`src/rtl/qlsf_pkg.sv`:
```
`timescale 1ns / 1ps
`default_nettype none
// ============================================================================
// qlsf_pkg
// Shared types, constants and the solve program of the quadratic fit block.
// ============================================================================
package qlsf_pkg;

  localparam int SAMPLE_BITS = 10;
  localparam int MAX_POINTS  = 256;
  localparam int FRAC_BITS   = 16;

  localparam int CNT_W    = $clog2(MAX_POINTS + 1);
  localparam int PT_W     = $clog2(MAX_POINTS);
  localparam int CFG_W    = 5;
  localparam logic [CFG_W-1:0] MIN_POINTS_RST = CFG_W'(4);

  localparam int SUM_X4_W  = 4 * SAMPLE_BITS - 3 + PT_W;
  localparam int SUM_X3_W  = 3 * SAMPLE_BITS - 1 + PT_W;
  localparam int SUM_X2_W  = 2 * SAMPLE_BITS - 1 + PT_W;
  localparam int SUM_X_W   = SAMPLE_BITS + 1 + PT_W;
  localparam int SUM_X2Y_W = 3 * SAMPLE_BITS - 1 + PT_W;
  localparam int SUM_XY_W  = 2 * SAMPLE_BITS + PT_W;
  localparam int SUM_Y_W   = SAMPLE_BITS + 1 + PT_W;

  // Datapath width of the solver and the coefficient width.
  localparam int DW     = 128;
  localparam int MC_W   = $clog2(DW);
  localparam int COEF_W = 32;

  localparam int PROG_LEN = 24;
  localparam int PC_W     = $clog2(PROG_LEN);

  typedef enum logic [2:0] {
    ST_OK       = 3'd0,
    ST_FEW      = 3'd1,
    ST_SINGULAR = 3'd2,
    ST_SAT      = 3'd3,
    ST_DROPPED  = 3'd4
  } status_t;

  typedef struct packed {
    logic signed [SUM_X4_W-1:0]  x4;
    logic signed [SUM_X3_W-1:0]  x3;
    logic signed [SUM_X2_W-1:0]  x2;
    logic signed [SUM_X_W-1:0]   x1;
    logic signed [SUM_X2Y_W-1:0] x2y;
    logic signed [SUM_XY_W-1:0]  xy;
    logic signed [SUM_Y_W-1:0]   y1;
  } sums_t;

  typedef struct packed {
    logic [COEF_W-1:0] coef_a;
    logic [COEF_W-1:0] coef_b;
    logic [COEF_W-1:0] coef_c;
    status_t           status;
    logic [CNT_W-1:0]  count;
  } result_t;

  typedef enum logic [1:0] {
    T_IDLE,
    T_ACC,
    T_START,
    T_SOLVE
  } top_state_t;

  typedef enum logic [3:0] {
    SV_IDLE,
    SV_LOAD,
    SV_MUL,
    SV_MAC,
    SV_ABSD,
    SV_ABSN,
    SV_DIV,
    SV_QUOT,
    SV_DONE
  } sv_state_t;

  typedef enum logic [3:0] {
    SRC_S4, SRC_S3, SRC_S2, SRC_S1, SRC_S0,
    SRC_T2, SRC_T1, SRC_T0,
    SRC_M0, SRC_M1, SRC_M2, SRC_N1, SRC_N2, SRC_P2
  } src_t;

  typedef enum logic [3:0] {
    DST_NONE,
    DST_M0, DST_M1, DST_M2, DST_N1, DST_N2, DST_P2,
    DST_D, DST_DA, DST_DB, DST_DC
  } dst_t;

  typedef enum logic [1:0] {
    MAC_LOAD,
    MAC_ADD,
    MAC_SUB
  } mac_t;

  typedef struct packed {
    src_t a;
    src_t b;
    mac_t mode;
    dst_t dst;
  } instr_t;

  // Solve program: 2x2 minors first, then the system determinant and the
  // three Cramer numerators expanded along the replaced column.
  function automatic instr_t prog_rom(input logic [PC_W-1:0] pc);
    instr_t ins;
    unique case (pc)
      PC_W'(0):  ins = '{SRC_S2, SRC_S0, MAC_LOAD, DST_NONE};
      PC_W'(1):  ins = '{SRC_S1, SRC_S1, MAC_SUB,  DST_M0};
      PC_W'(2):  ins = '{SRC_S3, SRC_S0, MAC_LOAD, DST_NONE};
      PC_W'(3):  ins = '{SRC_S2, SRC_S1, MAC_SUB,  DST_M1};
      PC_W'(4):  ins = '{SRC_S3, SRC_S1, MAC_LOAD, DST_NONE};
      PC_W'(5):  ins = '{SRC_S2, SRC_S2, MAC_SUB,  DST_M2};
      PC_W'(6):  ins = '{SRC_S4, SRC_S0, MAC_LOAD, DST_NONE};
      PC_W'(7):  ins = '{SRC_S2, SRC_S2, MAC_SUB,  DST_N1};
      PC_W'(8):  ins = '{SRC_S4, SRC_S1, MAC_LOAD, DST_NONE};
      PC_W'(9):  ins = '{SRC_S3, SRC_S2, MAC_SUB,  DST_N2};
      PC_W'(10): ins = '{SRC_S4, SRC_S2, MAC_LOAD, DST_NONE};
      PC_W'(11): ins = '{SRC_S3, SRC_S3, MAC_SUB,  DST_P2};
      PC_W'(12): ins = '{SRC_S4, SRC_M0, MAC_LOAD, DST_NONE};
      PC_W'(13): ins = '{SRC_S3, SRC_M1, MAC_SUB,  DST_NONE};
      PC_W'(14): ins = '{SRC_S2, SRC_M2, MAC_ADD,  DST_D};
      PC_W'(15): ins = '{SRC_T2, SRC_M0, MAC_LOAD, DST_NONE};
      PC_W'(16): ins = '{SRC_T1, SRC_M1, MAC_SUB,  DST_NONE};
      PC_W'(17): ins = '{SRC_T0, SRC_M2, MAC_ADD,  DST_DA};
      PC_W'(18): ins = '{SRC_T1, SRC_N1, MAC_LOAD, DST_NONE};
      PC_W'(19): ins = '{SRC_T2, SRC_M1, MAC_SUB,  DST_NONE};
      PC_W'(20): ins = '{SRC_T0, SRC_N2, MAC_SUB,  DST_DB};
      PC_W'(21): ins = '{SRC_T2, SRC_M2, MAC_LOAD, DST_NONE};
      PC_W'(22): ins = '{SRC_T1, SRC_N2, MAC_SUB,  DST_NONE};
      PC_W'(23): ins = '{SRC_T0, SRC_P2, MAC_ADD,  DST_DC};
      default:   ins = '{SRC_S4, SRC_S4, MAC_LOAD, DST_NONE};
    endcase
    return ins;
  endfunction

endpackage
`default_nettype wire

```
`src/rtl/qlsf_accum.sv`:
```
`timescale 1ns / 1ps
`default_nettype none
// ============================================================================
// qlsf_accum
// Power-sum accumulator: squares the sample, then adds all products.
// ============================================================================
module qlsf_accum
  import qlsf_pkg::*;
(
  input  wire logic                          clk,
  input  wire logic                          rst,
  input  wire logic                          take,
  input  wire logic signed [SAMPLE_BITS-1:0] x_value,
  input  wire logic signed [SAMPLE_BITS-1:0] y_value,
  input  wire logic                          add_en,
  input  wire logic                          clear,
  output sums_t                              sums,
  output logic [CNT_W-1:0]                   count,
  output logic                               overflow
);

  logic signed [SAMPLE_BITS-1:0]   x_r;
  logic signed [SAMPLE_BITS-1:0]   y_r;
  logic signed [2*SAMPLE_BITS-1:0] x2_r;

  logic signed [3*SAMPLE_BITS-1:0] x3;
  logic signed [4*SAMPLE_BITS-1:0] x4;
  logic signed [2*SAMPLE_BITS-1:0] xy;
  logic signed [3*SAMPLE_BITS-1:0] x2y;

  // Register the sample and its square.
  always_ff @(posedge clk) begin
    if (take) begin
      x_r  <= x_value;
      y_r  <= y_value;
      x2_r <= x_value * x_value;
    end
  end

  assign x3  = x2_r * x_r;
  assign x4  = x2_r * x2_r;
  assign xy  = x_r * y_r;
  assign x2y = x2_r * y_r;

  // Then add into the sums unless the set is already full.
  always_ff @(posedge clk) begin
    if (rst || clear) begin
      sums     <= '0;
      count    <= '0;
      overflow <= 1'b0;
    end else if (add_en) begin
      if (count == CNT_W'(MAX_POINTS)) begin
        overflow <= 1'b1;
      end else begin
        sums.x4  <= sums.x4 + SUM_X4_W'(x4);
        sums.x3  <= sums.x3 + SUM_X3_W'(x3);
        sums.x2  <= sums.x2 + SUM_X2_W'(x2_r);
        sums.x1  <= sums.x1 + SUM_X_W'(x_r);
        sums.x2y <= sums.x2y + SUM_X2Y_W'(x2y);
        sums.xy  <= sums.xy + SUM_XY_W'(xy);
        sums.y1  <= sums.y1 + SUM_Y_W'(y_r);
        count    <= count + CNT_W'(1);
      end
    end
  end

endmodule
`default_nettype wire

```
`config.mk`:
```
export PLATFORM = sky130hd
export DESIGN_NAME = qlsf_accum
export DESIGN_NICKNAME = d
export VERILOG_FILES = /design/src/rtl/qlsf_pkg.sv /design/src/rtl/qlsf_accum.sv
export SDC_FILE = /design/constraint.sdc
export NUM_CORES = 2
export LEC_CHECK = 0
export BUFFER_PORTS_ARGS = -buffer_cell sky130_fd_sc_hd__buf_2
export CORE_MARGIN = 8
export CORE_UTILIZATION = 55
export DETAILED_ROUTE_END_ITERATION = 8
export PLACE_DENSITY_LB_ADDON = 0.08
export SETUP_SLACK_MARGIN = 0.05
export SYNTH_ARGS = -nofsm -noshare
export SYNTH_HDL_FRONTEND = slang
export SYNTH_SLANG_ARGS = --single-unit
```
`constraint.sdc`:
```
create_clock -name clk -period 10.4 [get_ports clk]
set_input_delay 1.04 -clock clk [delete_from_list [all_inputs] [get_ports clk]]
set_output_delay 1.04 -clock clk [all_outputs]
set_load 0.005 [all_outputs]
```
Yosys cells after proc, flatten, opt, wreduce, memory -nomap -nowiden:

Index checks and enable logic that the tools add are counted.

* flip-flop bits (word level): 262
* latch bits: 0
* memory bits (writable): 0
* bits in read-only memories: 0
* input bits: 25
* output and inout port bits: 222
* memories kept: 0

* add/sub/neg operators: 8
* $mul: 5
* div/mod/pow operators: 0
* $lt $le $gt $ge: 0
* eq/ne operators: 1
* shifts and indexed selects: 0
* mux-type cells: 0
* bitwise logic cells: 1
* reduce and logical (&&, ||, !) cells: 3

Operators with widths (count)
* adder 37 x 30 -> 37 bit: 2
* multiplier 20 x 10 -> 30 bit: 2
* adder 45 x 40 -> 45 bit: 1
* multiplier 10 x 10 -> 20 bit: 2
* multiplier 20 x 20 -> 40 bit: 1
* adder 19 x 10 -> 19 bit: 2
* adder 28 x 20 -> 28 bit: 1
* adder 27 x 20 -> 27 bit: 1
* adder 9 x 1 -> 9 bit, second input constant: 1
* == test 9 bit, second input constant: 1
* AND reduction 2 bit: 2
* logical OR 1 bit: 1
* NOT 1 bit: 1

Longest topological paths before layout:

* depth in word-level cells: 3
* depth in mapped cells: 28
* mapped depth without buffers: 26

Worst setup path before layout:

OpenSTA, ideal clock, no wires.

* path kind: reg2reg
* from: register x2_r[19]
* to: register sums[205] (netlist bit)
* library setup time: 128 ps
* arrival: 7377 ps
* path slack: 2895 ps
* stages on the path, launching flop included: 27
* clock period less this slack: 7505 ps
* cells stage by stage: edfxtp_1 > clkbuf_1 > nand2_1 > fa_1 > inv_1 > ha_1 > inv_1 > fa_1 > inv_1 > fa_1 > fa_1 > fa_1 > inv_1 > fa_1 > inv_1 > ha_1 > clkbuf_1 > nand3_1 > nor4_1 > and4_1 > a211o_1 > o31ai_2 > o21bai_1 > a21oi_1 > o31ai_1 > xnor2_1 > o21ai_0

* word-level cells in the longest chain between the ends: 2

Ends and longest elaborated chain
* from (decl): line qlsf_accum.sv:24 `logic signed [2*SAMPLE_BITS-1:0] x2_r;`
* from (signal assigned): line qlsf_accum.sv:36 `x2_r <= x_value * x_value;`
* multiplier 20 x 20 -> 40 bit: line qlsf_accum.sv:41 `assign x4 = x2_r * x2_r;`
* adder 45 x 40 -> 45 bit: line qlsf_accum.sv:55 `sums.x4 <= sums.x4 + SUM_X4_W'(x4);`
* to (decl): line qlsf_accum.sv:17 `output sums_t sums,`

No other way between the ends.
A chain may end at the register's enable or synchronous reset.

Worst setup path after layout:

* from: register x2_r[19]
* to: register sums[211] (netlist bit)

The elaborated chain is that of the path after synthesis.

==> out/qor.yml <==
drt-total-wl_um: 135000
setup_viol: 0
count_of_flip_flops_with_a_built_in_enable_after_synthesis: 38
tightest_slew_margin_relative_to_the_limit_pct: 31.8
die_h_um: 329
clock_latency_at_the_later_pin_of_the_worst_skew_pair_ns: 0.65
hp-class: "flop to flop"
die_area_mm2: 0.108
filler_cell_count: 9057
port_buffers: 246
cts_tree: "yes"
cap_violations: 0
remaining_drc_errors: 0
layout-area-overhead-vs-synth_pct: 7.28
netlist_area_before_placement_mm2: 0.0539
cp_launch_type: "flop"
cts_resized: 0
starting_density_pct: 55.1
timing.hold.ws_ns: 0.462
run_status: "complete, no violations"
cts_hold_repair.buffers: 0
grt_antenna_before_repair: 6
critPathMaxFanout: 52
path_clk_slew_ns: 0.06
cts_h_tree_lvls: 2
first_global_vias: 42137
path_class: "flop to flop"
detailedRoute.firstIterationViolations: 2253
root_buffer: "clkbuf_16"
grt_ovf: 0
ctsLongestPathBuffers: 3
dieWidth_um: 329
ant_nets: 0
floorplan.rows: 115
netlist_instances: 5959
worst-endpoint-arrival_ns: 8.89
max_freq_mhz: 119
final-max-slew-violation-count: 0
floorplan.core_area_mm2: 0.0978
postSynth.topFlopCell: "dfxtp_1"
cts_num_sinks: 260
drt_first_pass_iters: 8
top_level_ports: 247
hpwl_after_detailed_placement_um: 107000
grt_max_degree: 152
setup-tns-final_ns: 0
skew_ns: 0.0534
final_replace_weighted_congestion: 0.889
worst-r2r-setup-slack_ns: 1.98
distinct_cells_synth: 83
grt_usage_pct: 26.0
synth-warning-count: 0
cp-end-kind: "flop"
routed_wire_length_per_instance_um: 18.2
nets: 7775
layout_commonest_cell: "inv_1"
final_layout_size_suffix_gt1_share_pct: 6.39
rsz_0062_raised_after_global_routing: "no"
grt_first_pass_wirelength_um: 225000
syn-mean-instance-area_um2: 9.05
report.final.hold_viol_count: 0
num_vias: 39851
cts_setup_buffers: 0
period_minus_ws_final_ns: 8.42
clock_buffer_count_from_cts: 40
ys_async_sr_fraction_pct: 0
routed_via_density: 5.36
crit_required_ns: 10.87
tightestPinTransition_ns: 1.02
fin_crit_sh_pct: 81.0
ys_ff_latch: 260
yosysSeqAreaShare_pct: 10.4
layout.cells.most_common_list: "inv_1 (1,398), fa_1 (1,097), nand2_1 (704)"
==> worst paths after layout <==
kind                  start         to  cells after the start
setup reg to reg   x2_r[19]  sums[211]                     23
hold / removal    sums[202]  sums[202]                      2
setup / recovery   x2_r[19]  sums[211]                     23
hold reg to reg   sums[202]  sums[202]                      2
==> metal layers <==
layer / up-vias / global-route usage, % / routed length, um
met5: - / 0 / 0
met3: 170 / 3.25 / 7050
met4: 0 / 7.30 / 3900
li1: 18484 / - / -
met1: 20263 / 34.4 / 57600
met2: 934 / 45.1 / 66700
==> logic make-up after synthesis <==
group                      Yosys count  synth area share, %
adders and majority gates         1635                 53.2
buffers and inverters             1627                 11.3
and+or+nand+nor                   1468                 12.7
AOI/OAI and AO/OA                  747                 8.80
DFF                                260                 10.4
xor gates and xnor gates           211                 3.43
muxes                                9                0.169
other                                2               0.0139
==> through the flow <==
stage | setup slack [ns] | area [um2] | cells | utilization, %
3_5_place_dp | 2.03 | 56500 | 7360 | 57.8
4_1_cts | 2.01 | 57900 | 7433 | 59.1
3_3_place_gp | 2.17 | 56500 | 7360 | 57.8
6_report | 1.98 | 57900 | 7434 | 59.1
2_1_floorplan | 2.89 | 54100 | 6002 | -
5_1_grt | 1.49 | 57900 | 7433 | 59.1
==> sequential cells by signal, summed over array words and instances, names as in the netlist <==
name / flops
sums: 212
count: 9
x_r: 10
y_r: 10
x2_r: 18
overflow: 1
==> cell usage after synthesis (all sizes together), types with 5 or more instances <==
cell	count	area (um2)
nor2b	24	158
or3	27	171
a211o	10	87.6
o22ai	5	31.3
nand3	79	395
o21bai	29	218
nand2	707	2650
dfxtp	222	4440
mux2i	8	80.1
clkbuf	219	822
a31oi	25	156
nand2b	51	319
o21a	33	248
o31a	8	78.8
inv	1398	5250
nand4	21	131
buf	10	40.0
a21oi	309	1550
a21o	94	707
and3	24	150
o31ai	12	95.1
nand4b	5	43.8
o211ai	13	103
nor3	47	235
a2111oi	11	116
a221o	5	50.1
o21ai	103	515
edfxtp	38	1140
xnor2	159	1390
a211oi	45	348
fa	1097	22000
nor2	186	698
a31o	6	70.1
and2	275	1720
ha	538	6730
a41oi	5	62.6
xor2	52	455
==> layout make-up <==
class                      instances  area (um2)  share of cell area, %
clock buffer                      60        1190                   2.05
tap                             1287        1610                   2.78
antenna                            1        2.50                0.00432
sequential                       260        5590                   9.65
clock inverter                    13         154                  0.266
multi-input combinational       4115       42400                   73.3
timing repair buffer             300        1650                   2.85
inverter                        1398        5250                   9.07
==> worst max-delay path, stage by stage (launching register included) <==
cell      delay [ns]
edfxtp_1        0.34
buf_4           0.53
and2_1          0.33
fa_1            0.55
fa_1            0.57
inv_1           0.61
fa_1            0.53
inv_1           0.08
fa_1            0.45
fa_1            0.50
fa_1            0.49
inv_1           0.05
fa_1            0.48
inv_1           0.04
ha_1            0.41
nand3_1         0.16
nor4_1          0.53
and4_1          0.28
a211o_1         0.21
o31ai_2         0.16
o311ai_1        0.50
a41o_1          0.26
xnor2_1         0.11
o21ai_1         0.08
Power is left out: the tool's default activity adds up to more than one toggle a clock period on the data nets, which glitch-free logic cannot reach.
